## config.mk

```make
export PLATFORM = sky130hd
export DESIGN_NAME = tga_dec_seg
export DESIGN_NICKNAME = d
export VERILOG_FILES = /design/src/tga_dec_pkg.sv /design/src/tga_dec_seg.sv
export SDC_FILE = /design/constraint.sdc
export NUM_CORES = 1
export LEC_CHECK = 0
export BUFFER_PORTS_ARGS = -buffer_cell sky130_fd_sc_hd__buf_2
export CAP_MARGIN = 15
export CORE_ASPECT_RATIO = 1.5
export CORE_MARGIN = 1
export CORE_UTILIZATION = 40
export DETAILED_ROUTE_END_ITERATION = 8
export PLACE_DENSITY = 0.74
export SLEW_MARGIN = 10
export SYNTH_ARGS = -nofsm -noshare
export SYNTH_HDL_FRONTEND = slang
export SYNTH_SLANG_ARGS = --single-unit
```

## constraint.sdc

```tcl
create_clock -name vclk -period 13.7
set_input_delay 1.37 -clock vclk [all_inputs]
set_output_delay 1.37 -clock vclk [all_outputs]
set_load 0.02 [all_outputs]
```

## src/tga_dec_pkg.sv

```systemverilog
// tga_dec_pkg: shared types and constants for the TGA pixel stream decoder.
// No dependencies; imported by the config channel interface, tga_dec_seg and the top level.
`default_nettype none
package tga_dec_pkg;

  localparam int unsigned CFG_IDX_W  = 3;
  localparam int unsigned CFG_DATA_W = 16;

  // register indexes of the configuration port
  localparam logic [CFG_IDX_W-1:0] CFG_RLE_MODE     = 3'd0;
  localparam logic [CFG_IDX_W-1:0] CFG_FOUR_BYTE    = 3'd1;
  localparam logic [CFG_IDX_W-1:0] CFG_IMAGE_WIDTH  = 3'd2;
  localparam logic [CFG_IDX_W-1:0] CFG_IMAGE_HEIGHT = 3'd3;
  localparam logic [CFG_IDX_W-1:0] CFG_BOTTOM_UP    = 3'd4;

  localparam logic [15:0] MIN_WIDTH     = 16'd4;
  localparam int unsigned PKT_TYPE_BIT  = 7;

  typedef enum logic [1:0] {
    ST_IDLE,  // taking bytes
    ST_SEG,   // segment unit computes next segment
    ST_OUT    // segment held on the result channel
  } tga_dec_state_t;

  typedef struct packed {
    logic [15:0] width;
    logic [15:0] height;
    logic        bottom_up;
  } tga_dec_geom_t;

  typedef struct packed {
    logic [15:0] column;
    logic [15:0] row;
    logic [15:0] rows_done;
    logic [7:0]  count;
  } tga_dec_seg_req_t;

  typedef struct packed {
    logic [7:0]  run_length;
    logic [15:0] column;
    logic [15:0] row;
    logic [15:0] rows_done;
    logic [7:0]  count;
    logic        last;
    logic        image_done;
  } tga_dec_seg_res_t;

endpackage
`default_nettype wire

```

## src/tga_dec_seg.sv

```systemverilog
// tga_dec_seg: segment unit, cuts one run at the row end and steps the position.
// Depends on tga_dec_pkg. Used once per segment by the top-level sequencer.
`default_nettype none
module tga_dec_seg import tga_dec_pkg::*; (
  input  tga_dec_geom_t    geom,
  input  tga_dec_seg_req_t req,
  output tga_dec_seg_res_t res
);

  logic [15:0] w;
  logic [15:0] avail;
  logic [7:0]  seg;
  logic [16:0] col_sum;
  logic        wrap;

  always_comb begin
    w     = (geom.width < MIN_WIDTH) ? MIN_WIDTH : geom.width;
    // column past a lowered width still takes one pixel, then wraps
    avail = (req.column < w) ? (w - req.column) : 16'd1;
    seg   = ({8'd0, req.count} < avail) ? req.count : avail[7:0];
    col_sum = {1'b0, req.column} + {9'd0, seg};
    wrap    = (col_sum >= {1'b0, w});

    res.run_length = seg;
    res.count      = req.count - seg;
    res.column     = wrap ? 16'd0 : col_sum[15:0];
    res.row        = req.row;
    res.rows_done  = req.rows_done;
    if (wrap) begin
      res.row       = geom.bottom_up ? (req.row - 16'd1) : (req.row + 16'd1);
      res.rows_done = req.rows_done + 16'd1;
    end
    res.image_done = wrap && (res.rows_done >= geom.height);
    res.last       = (res.count == 8'd0) || (res.rows_done >= geom.height);
  end

endmodule
`default_nettype wire

```

[Yosys cells after proc, flatten, opt, wreduce, memory -nomap -nowiden]
Cells that the tools add are included.
Storage, ports and cells
  output and inout port bits: 66
  word-level logic and storage cells: 20
  register bits after elaboration: 0
  bits of input ports: 89
Cells by class
  add/sub/neg operators: 6
  magnitude comparators: 5
  mux-type cells: 6
  reductions and logical operators: 3
Operators by type and width (count)
  two-way mux 16 bit: 4
  adder 16 x 1 -> 16 bit, second input constant: 2
  two-way mux 32 bit: 1
  adder 16 x 8 -> 17 bit: 1
  >= comparator 17 x 16 -> 1 bit: 1
  >= comparator 16 bit: 1
  less-than comparator 16 bit: 1
  less-than comparator 16 x 3 -> 1 bit, second input constant: 1
  less-than comparator 8 x 16 -> 1 bit: 1
  subtractor 16 x 1 -> 16 bit, second input constant: 1
  subtractor 16 bit: 1
  zero test 8 bit: 1
  two-way mux 8 bit: 1
  subtractor 8 bit: 1
  logical AND 1 bit: 1
  logical OR 1 bit: 1

[Longest topological paths before layout]
Gate-level depths: netlist (run 1).
  depth in word-level cells: 11
  gate-level depth with buffers: 54
  depth with buffers taken out: 50

[Least setup slack after synthesis (run 1)]
No wires, ideal clock.
  kind: input port to output port
  from: input port geom[31] (netlist name)
  to: output port res[1] (netlist name)
  stages on the path: 47
  setup slack: 1.489 ns
  buffers on the path: 3
  data arrival time: 10.841 ns
  required time: 12.330 ns
  cell sequence: or4_4 > or4_4 > or2b_1 > ha_1 > nand2_1 > o31ai_1 > a21oi_1 > o31ai_1 > buf_4 > and2_1 > inv_1 > ha_1 > nand4_1 > or3_1 > a22oi_2 > buf_6 > nor2_1 > a31oi_1 > (+11 left out) > and4_1 > and2_1 > a211oi_1 > a211oi_1 > a211oi_1 > clkbuf_1 > nand2_1 > nand2_1 > ha_1 > a21o_1 > a21o_1 > a21o_1 > a21o_1 > a21oi_1 > o21ai_0 > a31o_2 > a31oi_1 > o31ai_2
RTL lines
  start, declared: RTL line tga_dec_seg.sv:5  | input tga_dec_geom_t geom,
  end, declared: RTL line tga_dec_seg.sv:7  | output tga_dec_seg_res_t res

==> impl_metrics.csv, run 1 <==
group,metric,value,unit
power_and_ir_drop,p_total,0.377,mW
place,portBuffers,155,
cells_and_area,fillers,1090,
route,routedWlPerCell,14.1,um
sta,rsz0062_at_grt,"no",
route,firstDrtPassIters,4,
yosys,synthCells,620,
grt,use_met1,24.3,%
cells_and_area,final_common_cell,"buf_2",
yosys,synth_top_area_cell,"ha_1",
grt,grt_pass1_vias,4468,
route,ant_nets,0,
cells_and_area,drive_above_1_share,25.1,%
floorplan,start_util,40.9,%
sta,min_period,12.80,ns
cells_and_area,layout_common_cells,"buf_2, inv_1, ha_1",
floorplan,io_pins,155,
critical_path,cp-start-kind,"primary input",
clock_network,cts_hold_buf,0,
grt,met2_usage,43.1,%
critical_path,slowest_delay,0.56,ns
min_path,worstHoldPathType,"in -> out",
power_and_ir_drop,p_per_area,73.3,mW/mm^2
floorplan,design.die.area,0.0112,mm^2
floorplan,core,0.0105,mm^2
floorplan,die_h,129,um
critical_path,worstPathArrival,11.43,ns
route,drt_iter0_markers,185,
sta,max_slew_margin,43.3,%
power_and_ir_drop,leakagePower,2.79,nW
critical_path,path_max_fanout,13,
critical_path,critPathKind,"in -> out",
cells_and_area,areaGrowthSynthToFinish,19.6,%
grt,antenna_found_initial,0,
yosys,yosys_warnings,0,
floorplan,rows,46,
cells_and_area,antennaDiodeCount,0,
grt,gr-total-overflow,0,
critical_path,crit_required,12.33,ns
route,vias,4757,
yosys,syn_area,0.00430,mm^2
place,gp_congestion,0.903,
min_path,hold_end,"res[41]",
place,pre_cts_slack,0.447,ns
yosys,ys_types,67,
status,status,"complete, no violations",
yosys,syn_avg_cell_area,6.94,um^2
sta,slew_violations,0,
sta,setup_ws,0.899,ns
sta,tightest_slew,0.840,ns
floorplan,die_x,86.7,um
yosys,syn_nets,797,
critical_path,worst_path_max_delay_cell,"or4_4",
grt,grt-busiest-layer,"met2",
min_path,hold_depth,3,
cells_and_area,seq_cells,0,
route,wirelength,12600,um
route,viasPerCell,5.33,
place,placedCellCount,891,
yosys,synthTopCellsByArea,"ha_1, xnor2_1, inv_1",
sta,setup_viol,0,
cells_and_area,ff_latch_area,0,um^2
yosys,ys_seq_area_share,0,%
sta,period_share,93.4,%
grt,grt_usage,21.5,%
cells_and_area,nClkBuffers,0,
cells_and_area,layout.cells.non_filler,893,
cells_and_area,finalNetCount,928,
grt,grt_max_degree,24,
critical_path,end_kind,"output pin",
cells_and_area,fin_area,0.00515,mm^2
cells_and_area,multi_input_area,0.00382,mm^2
sta,hold_viol_final,0,
grt,grt_use_met3,1.66,%
place,placed_area,0.00512,mm^2
power_and_ir_drop,ir_worst_vdd,0.0000313,V
flow_run,maxCapViolCount,0,
place,hpwl,11100,um
yosys,synth_top_area_share,24.7,%
grt,grt_first_pass_wirelength,19800,um
sta,fmax,78.1,MHz
min_path,hp-start,"req[39]",
route,drc,0,
sta,timing.setup.tns,0,ns
[worst max-delay path, delay by kind of cell]
kind / cells / cell delay, ns
and+or+nand+nor: 11 / 2.82
AOI/OAI and AO/OA: 23 / 4.57
muxes: 1 / 0.42
xor gates and xnor gates: 2 / 0.38
adders and majority gates: 5 / 1.33
buffers and inverters: 4 / 0.54
[logic make-up after synthesis]
family                     Yosys count  share of synthesized area, %
muxes                                7                          1.80
and+or+nand+nor                    177                          21.4
xor gates and xnor gates            61                          12.4
buffers and inverters              119                          11.5
adders and majority gates           89                          26.3
AOI/OAI and AO/OA                  167                          26.5
[layer usage]
metal	routed length (um)	part of all wire, %	up-vias
met3	702	5.6	20
met4	256	2.0	0
li1	-	-	2427
met2	6500	52	173
met5	0	0	-
met1	5110	41	2137
[worst max path at each step]
stage | depth (start not counted) | endpoint | start
detailed placement | 46 | res[1] | geom[31]
finish | 46 | res[1] | geom[31]
global route | 46 | res[1] | geom[31]
floorplan | 47 | res[1] | geom[31]
CTS | 46 | res[1] | geom[31]
global placement | 45 | res[1] | geom[31]
[area by class of cell]
cell class	count	area share (%)
tap	144	3.50
timing repair buffer	161	15.9
inverter	87	6.35
multi-input combinational	501	74.2
[synth_stat cells (all sizes together) (3+ instances only)]
cell type,instances
or4,7
o41ai,3
o21a,6
nand2,31
o211ai,4
inv,87
a21oi,52
o31ai,4
nor2b,5
nor3,5
nand2b,7
mux2,6
xor2,20
o21bai,8
a31oi,6
clkbuf,18
and3,10
or2,4
a211o,3
xnor2,41
fa,3
a31o,4
nand3,17
nor2,45
ha,85
o21ai,23
a21o,28
buf,13
a211oi,7
nand4,12
and2,25
[power breakdown]
part / switching [mW] / internal, mW / leakage, nW / total, mW
Sequential: 0 / 0 / 0 / 0
Clock: 0 / 0 / 0 / 0
Combinational: 0.225 / 0.153 / 2.79 / 0.377
[timing repair]
action | 4_1_cts | 5_1_grt
setup buffers | 0 | 2
resized for setup | 0 | 3
setup endpoints to repair | 0 | 2
hold endpoints to repair | 0 | 0
[metrics by stage]
stage,utilization (%),hold WS [ns]
final,48.9,3.03
after global routing,48.9,3.03
after CTS,48.6,3.03
after detailed placement,48.6,3.03
after global placement,48.6,3.03
after floorplan,-,2.88
No activity file was read; power rests on OpenSTA's default activity.
==> inputs of run 2 (changes only) <==
--- a/config.mk
+++ b/config.mk
@@ -5,10 +5,11 @@
 export SDC_FILE = /design/constraint.sdc
 export NUM_CORES = 1
 export LEC_CHECK = 0
+export ABC_AREA = 1
 export BUFFER_PORTS_ARGS = -buffer_cell sky130_fd_sc_hd__buf_2
 export CAP_MARGIN = 15
 export CORE_ASPECT_RATIO = 1.5
-export CORE_MARGIN = 1
+export CORE_MARGIN = 2
 export CORE_UTILIZATION = 40
 export DETAILED_ROUTE_END_ITERATION = 8
 export PLACE_DENSITY = 0.74
==> run 2 against run 1 <==
Final cell count grew 13%. First-iteration DRC count shrank 9.7%. Largest power group unchanged. Routed wire length shrank 6.7%. Worst setup slack gained 0.64 ns.
==> impl_metrics.csv, run 2 <==
group,metric,value,unit
grt,grt_usage,19.5,%
sta,period_share,88.8,%
power_and_ir_drop,leakagePower,3.07,nW
cells_and_area,layout_common_cells,"buf_2, inv_1, nand2_1",
critical_path,crit_top_cell,"nand2_1",
yosys,synth_top_area_cell,"ha_1",
cells_and_area,areaGrowthSynthToFinish,20.8,%
yosys,yosys_warnings,0,
critical_path,startpoint,"geom[32]",
yosys,synth_commonest_cells,"inv_1, nand2_1, ha_1, nor2_1, a21oi_1",
floorplan,die_h,131,um
sta,setup_ws,1.54,ns
yosys,yosys.cell_count.top_type,"inv_1",
route,vias,4920,
grt,gr-total-overflow,0,
yosys,synthCells,727,
sta,min_period,12.16,ns
power_and_ir_drop,switching_share,63.4,%
route,wirelength,11700,um
floorplan,design.die.area,0.0116,mm^2
critical_path,worst_path_max_delay_cell,"nand3_1",
floorplan,io_pins,155,
clock_network,cts_resized,0,
floorplan,die_x,88.4,um
power_and_ir_drop,seq_power_share,0,%
sta,fmax,82.2,MHz
route,firstDrtPassIters,4,
critical_path,end_kind,"output pin",
cells_and_area,antennaDiodeCount,0,
min_path,worstHoldPathType,"in -> out",
power_and_ir_drop,p_per_area,72.4,mW/mm^2
place,gp_congestion,0.958,
grt,grt_pass1_vias,4462,
power_and_ir_drop,p_comb_share,100.0,%
cells_and_area,nClkBuffers,0,
place,portBuffers,155,
power_and_ir_drop,clkPwrFrac,0,%
critical_path,crit_end,"res[0]",
sta,setup_viol,0,
yosys,syn_avg_cell_area,5.88,um^2
flow_run,maxCapViolCount,0,
yosys,syn_nets,904,
route,ant_nets,0,
floorplan,rows,46,
place,hpwl,10700,um
place,pre_cts_slack,1.54,ns
grt,grt_first_pass_wirelength,18900,um
cells_and_area,drive_above_1_share,21.4,%
sta,slew_violations,0,
power_and_ir_drop,switchingPower,0.237,mW
critical_path,crit_required,12.33,ns
sta,holdWs,3.02,ns
yosys,synthTopCellsByArea,"ha_1, inv_1, nand2_1",
cells_and_area,final_common_cell,"buf_2",
route,viasPerCell,4.88,
yosys,ys_seq_area_share,0,%
yosys,synth_top_area_share,24.9,%
critical_path,cp-start-kind,"primary input",
critical_path,slowest_delay,0.57,ns
grt,grt_max_degree,28,
grt,antenna_found_initial,0,
critical_path,critPathKind,"in -> out",
yosys,ys_types,42,
power_and_ir_drop,p_int,0.137,mW
critical_path,path_max_fanout,27,
sta,rsz0062_at_grt,"no",
clock_network,cts_setup_buffers,0,
floorplan,core,0.0105,mm^2
status,status,"complete, no violations",
critical_path,worstPathArrival,10.79,ns
yosys,syn_area,0.00428,mm^2
cells_and_area,ff_latch_area,0,um^2
power_and_ir_drop,ir_worst_vdd,0.0000442,V
route,routedWlPerCell,11.6,um
sta,hold_viol_final,0,
cells_and_area,finalNetCount,1044,
clock_network,cts_hold_buf,0,
sta,tightest_slew,0.716,ns
floorplan,start_util,40.8,%
route,drt_iter0_markers,167,
route,drc,0,
sta,max_slew_margin,52.1,%
sta,timing.setup.tns,0,ns
cells_and_area,seq_cells,0,
## run 2: changes by cell type after synthesis, moves of 20 or more
cell and change:
xor2_1 +21, nand2_1 +102, xnor2_1 -27, a21o_1 -23
and2_1 -25, o21ai_0 +20, inv_1 +54
## run 2: kinds of logic after synthesis
logic type                 Yosys count  share of synthesized area, %
and+or+nand+nor                    279                          29.2
adders and majority gates           88                          26.3
buffers and inverters              167                          15.0
AOI/OAI and AO/OA                  138                          18.2
xor gates and xnor gates            55                          11.3
## run 2: metal layers
metal / vias up / global-route usage [%] / part of all wire (%)
met3: 18 / 0.503 / 3.9
met2: 118 / 38.8 / 53
met4: 0 / 3.74 / 2.1
li1: 2640 / - / -
met5: - / 0 / 0
met1: 2144 / 22.8 / 41
## run 2: final cells by class
class	instances	area, um^2
well taps	144	180
fillers	1149	5310
inverters	148	561
repair buffers	157	791
multi-input cells	560	3630
## run 2: power by group through the flow
stage | registers [mW] | logic (mW) | clock network (mW)
2_1_floorplan | 0 | 0.271 | 0
3_3_place_gp | 0 | 0.373 | 0
3_5_place_dp | 0 | 0.376 | 0
4_1_cts | 0 | 0.377 | 0
5_1_grt | 0 | 0.422 | 0
6_report | 0 | 0.374 | 0
## run 2: per-stage QoR
step           total power [mW]  util, %  std cells  instance area [um^2]
6_report                  0.374     49.3       1009                  5160
5_1_grt                   0.422     49.3       1009                  5160
4_1_cts                   0.377     49.3       1009                  5160
3_5_place_dp              0.376     49.3       1009                  5160
3_3_place_gp              0.373     49.3       1009                  5160
2_1_floorplan             0.271        -        727                  4280
## run 2: worst min path at each step
| stage | endpoint | startpoint | depth (start not counted) | slack [ns] |
|---|---|---|---|---|
| after detailed placement | res[41] | req[39] | 3 | 3.03 |
| after floorplan | res[26] | req[24] | 1 | 2.87 |
| final | res[41] | req[39] | 3 | 3.02 |
| after global placement | res[41] | req[39] | 3 | 3.02 |
| after global routing | res[41] | req[39] | 3 | 3.05 |
| after CTS | res[41] | req[39] | 3 | 3.03 |
## run 2: worst max-delay path: cells and delay by family
kind | cells | cell delay [ns]
AND/OR/NAND/NOR | 31 | 3.43
AO/OA/AOI/OAI | 18 | 3.24
buffers and inverters | 12 | 1.30
adder cells (fa/ha/maj) | 5 | 1.21
XOR/XNOR | 1 | 0.21
==> inputs of run 3 (changes only) <==
--- a/config.mk
+++ b/config.mk
@@ -9,7 +9,7 @@
 export BUFFER_PORTS_ARGS = -buffer_cell sky130_fd_sc_hd__buf_2
 export CAP_MARGIN = 15
 export CORE_ASPECT_RATIO = 1.5
-export CORE_MARGIN = 2
+export CORE_MARGIN = 1.5
 export CORE_UTILIZATION = 40
 export DETAILED_ROUTE_END_ITERATION = 8
 export PLACE_DENSITY = 0.74
==> run 3 against run 2 <==
Count of clock-buffer cells in the layout did not move. Routed wire length increased by 0.61%. Critical path depth down 1. Final cell count is essentially flat. Combinational power is essentially flat. Critical endpoint is now res[1]. Sequential cell count stayed put. Global-route usage increased by 0.82 points. Via count increased by 0.10%. Worst setup slack improved by 0.24 ns. Utilization shrank 0.072 points. Non-clock buffer count decreased by 1. Final area decreased by 0.15%.
==> impl_metrics.csv, run 3 (same netlist as run 2, synthesis figures left out) <==
group,metric,value,unit
route,vias,4925,
power_and_ir_drop,leakagePower,3.06,nW
critical_path,crit_top_cell,"nand2_1",
route,wirelength,11800,um
sta,hold_viol_final,0,
grt,gr-total-overflow,0,
sta,setup_viol,0,
min_path,worstHoldPathType,"in -> out",
critical_path,crit_family,"simple AND/OR/NAND/NOR gates",
cells_and_area,ff_latch_area,0,um^2
grt,grt_usage,20.3,%
grt,grt_first_pass_wirelength,19300,um
route,routedWlPerCell,11.7,um
critical_path,crit_required,12.33,ns
sta,period_share,87.0,%
place,portBuffers,155,
critical_path,critPathKind,"in -> out",
sta,max_slew_margin,62.6,%
floorplan,io_pins,155,
route,drt_iter0_markers,173,
clock_network,cts_resized,0,
grt,grt_max_degree,35,
grt,grt_pass1_vias,4719,
route,ant_nets,0,
critical_path,crit_buf_inv,11,
critical_path,slowest_delay,0.46,ns
status,status,"complete, no violations",
cells_and_area,final_common_cell,"buf_2",
cells_and_area,finalNetCount,1043,
place,gp_congestion,0.949,
sta,tightest_slew,0.558,ns
route,firstDrtPassIters,5,
floorplan,die_x,87.4,um
power_and_ir_drop,p_per_area,72.4,mW/mm^2
route,drc,0,
cells_and_area,areaGrowthSynthToFinish,20.6,%
place,hpwl,10700,um
sta,min_period,11.92,ns
sta,fmax,83.9,MHz
floorplan,rows,46,
cells_and_area,layout_common_cells,"buf_2, inv_1, nand2_1",
flow_run,maxCapViolCount,0,
critical_path,path_max_fanout,27,
place,pre_cts_slack,1.76,ns
route,viasPerCell,4.89,
cells_and_area,nClkBuffers,0,
cells_and_area,utilization,49.2,%
sta,slew_violations,0,
floorplan,start_util,40.8,%
critical_path,end_kind,"output pin",
clock_network,cts_hold_buf,0,
power_and_ir_drop,ir_worst_vdd,0.0000368,V
sta,rsz0062_at_grt,"no",
floorplan,die_h,130,um
critical_path,worstPathArrival,10.55,ns
cells_and_area,seq_cells,0,
sta,timing.setup.tns,0,ns
cells_and_area,antennaDiodeCount,0,
floorplan,core,0.0105,mm^2
grt,antenna_found_initial,0,
clock_network,cts_setup_buffers,0,
cells_and_area,drive_above_1_share,21.3,%
critical_path,cp-start-kind,"primary input",
sta,setup_ws,1.78,ns
floorplan,design.die.area,0.0113,mm^2
critical_path,worst_path_max_delay_cell,"clkinv_1",
-- run 3: routing by layer --
layer	wire (um)	vias to the layer above	track usage [%]
li1	-	2642	-
met1	4840	2140	22.5
met2	6240	123	41.7
met3	468	20	0.510
met4	238	0	4.20
met5	0	-	0
-- run 3: layout make-up --
cell class	count	area, um^2
inverter	148	561
timing repair buffer	156	783
multi-input combinational	560	3630
fill	1156	5320
tap	144	180
-- run 3: path summary, 6_finish.rpt --
check,start,endpoint,slack (ns),cells past startpoint
max,geom[29],res[1],1.78,66
min,req[39],res[41],3.03,3
-- run 3: per-stage QoR --
stage	cells	total power, mW	cell area, um^2	hold WS [ns]
detailed placement	1008	0.376	5160	3.03
CTS	1008	0.377	5160	3.03
floorplan	727	0.271	4280	2.87
global placement	1008	0.373	5160	3.02
finish	1008	0.374	5160	3.03
global route	1008	0.425	5160	3.05
-- run 3: report_power, final --
group	switching [mW]	internal (mW)
Sequential	0	0
Combinational	0.237	0.136
Clock	0	0
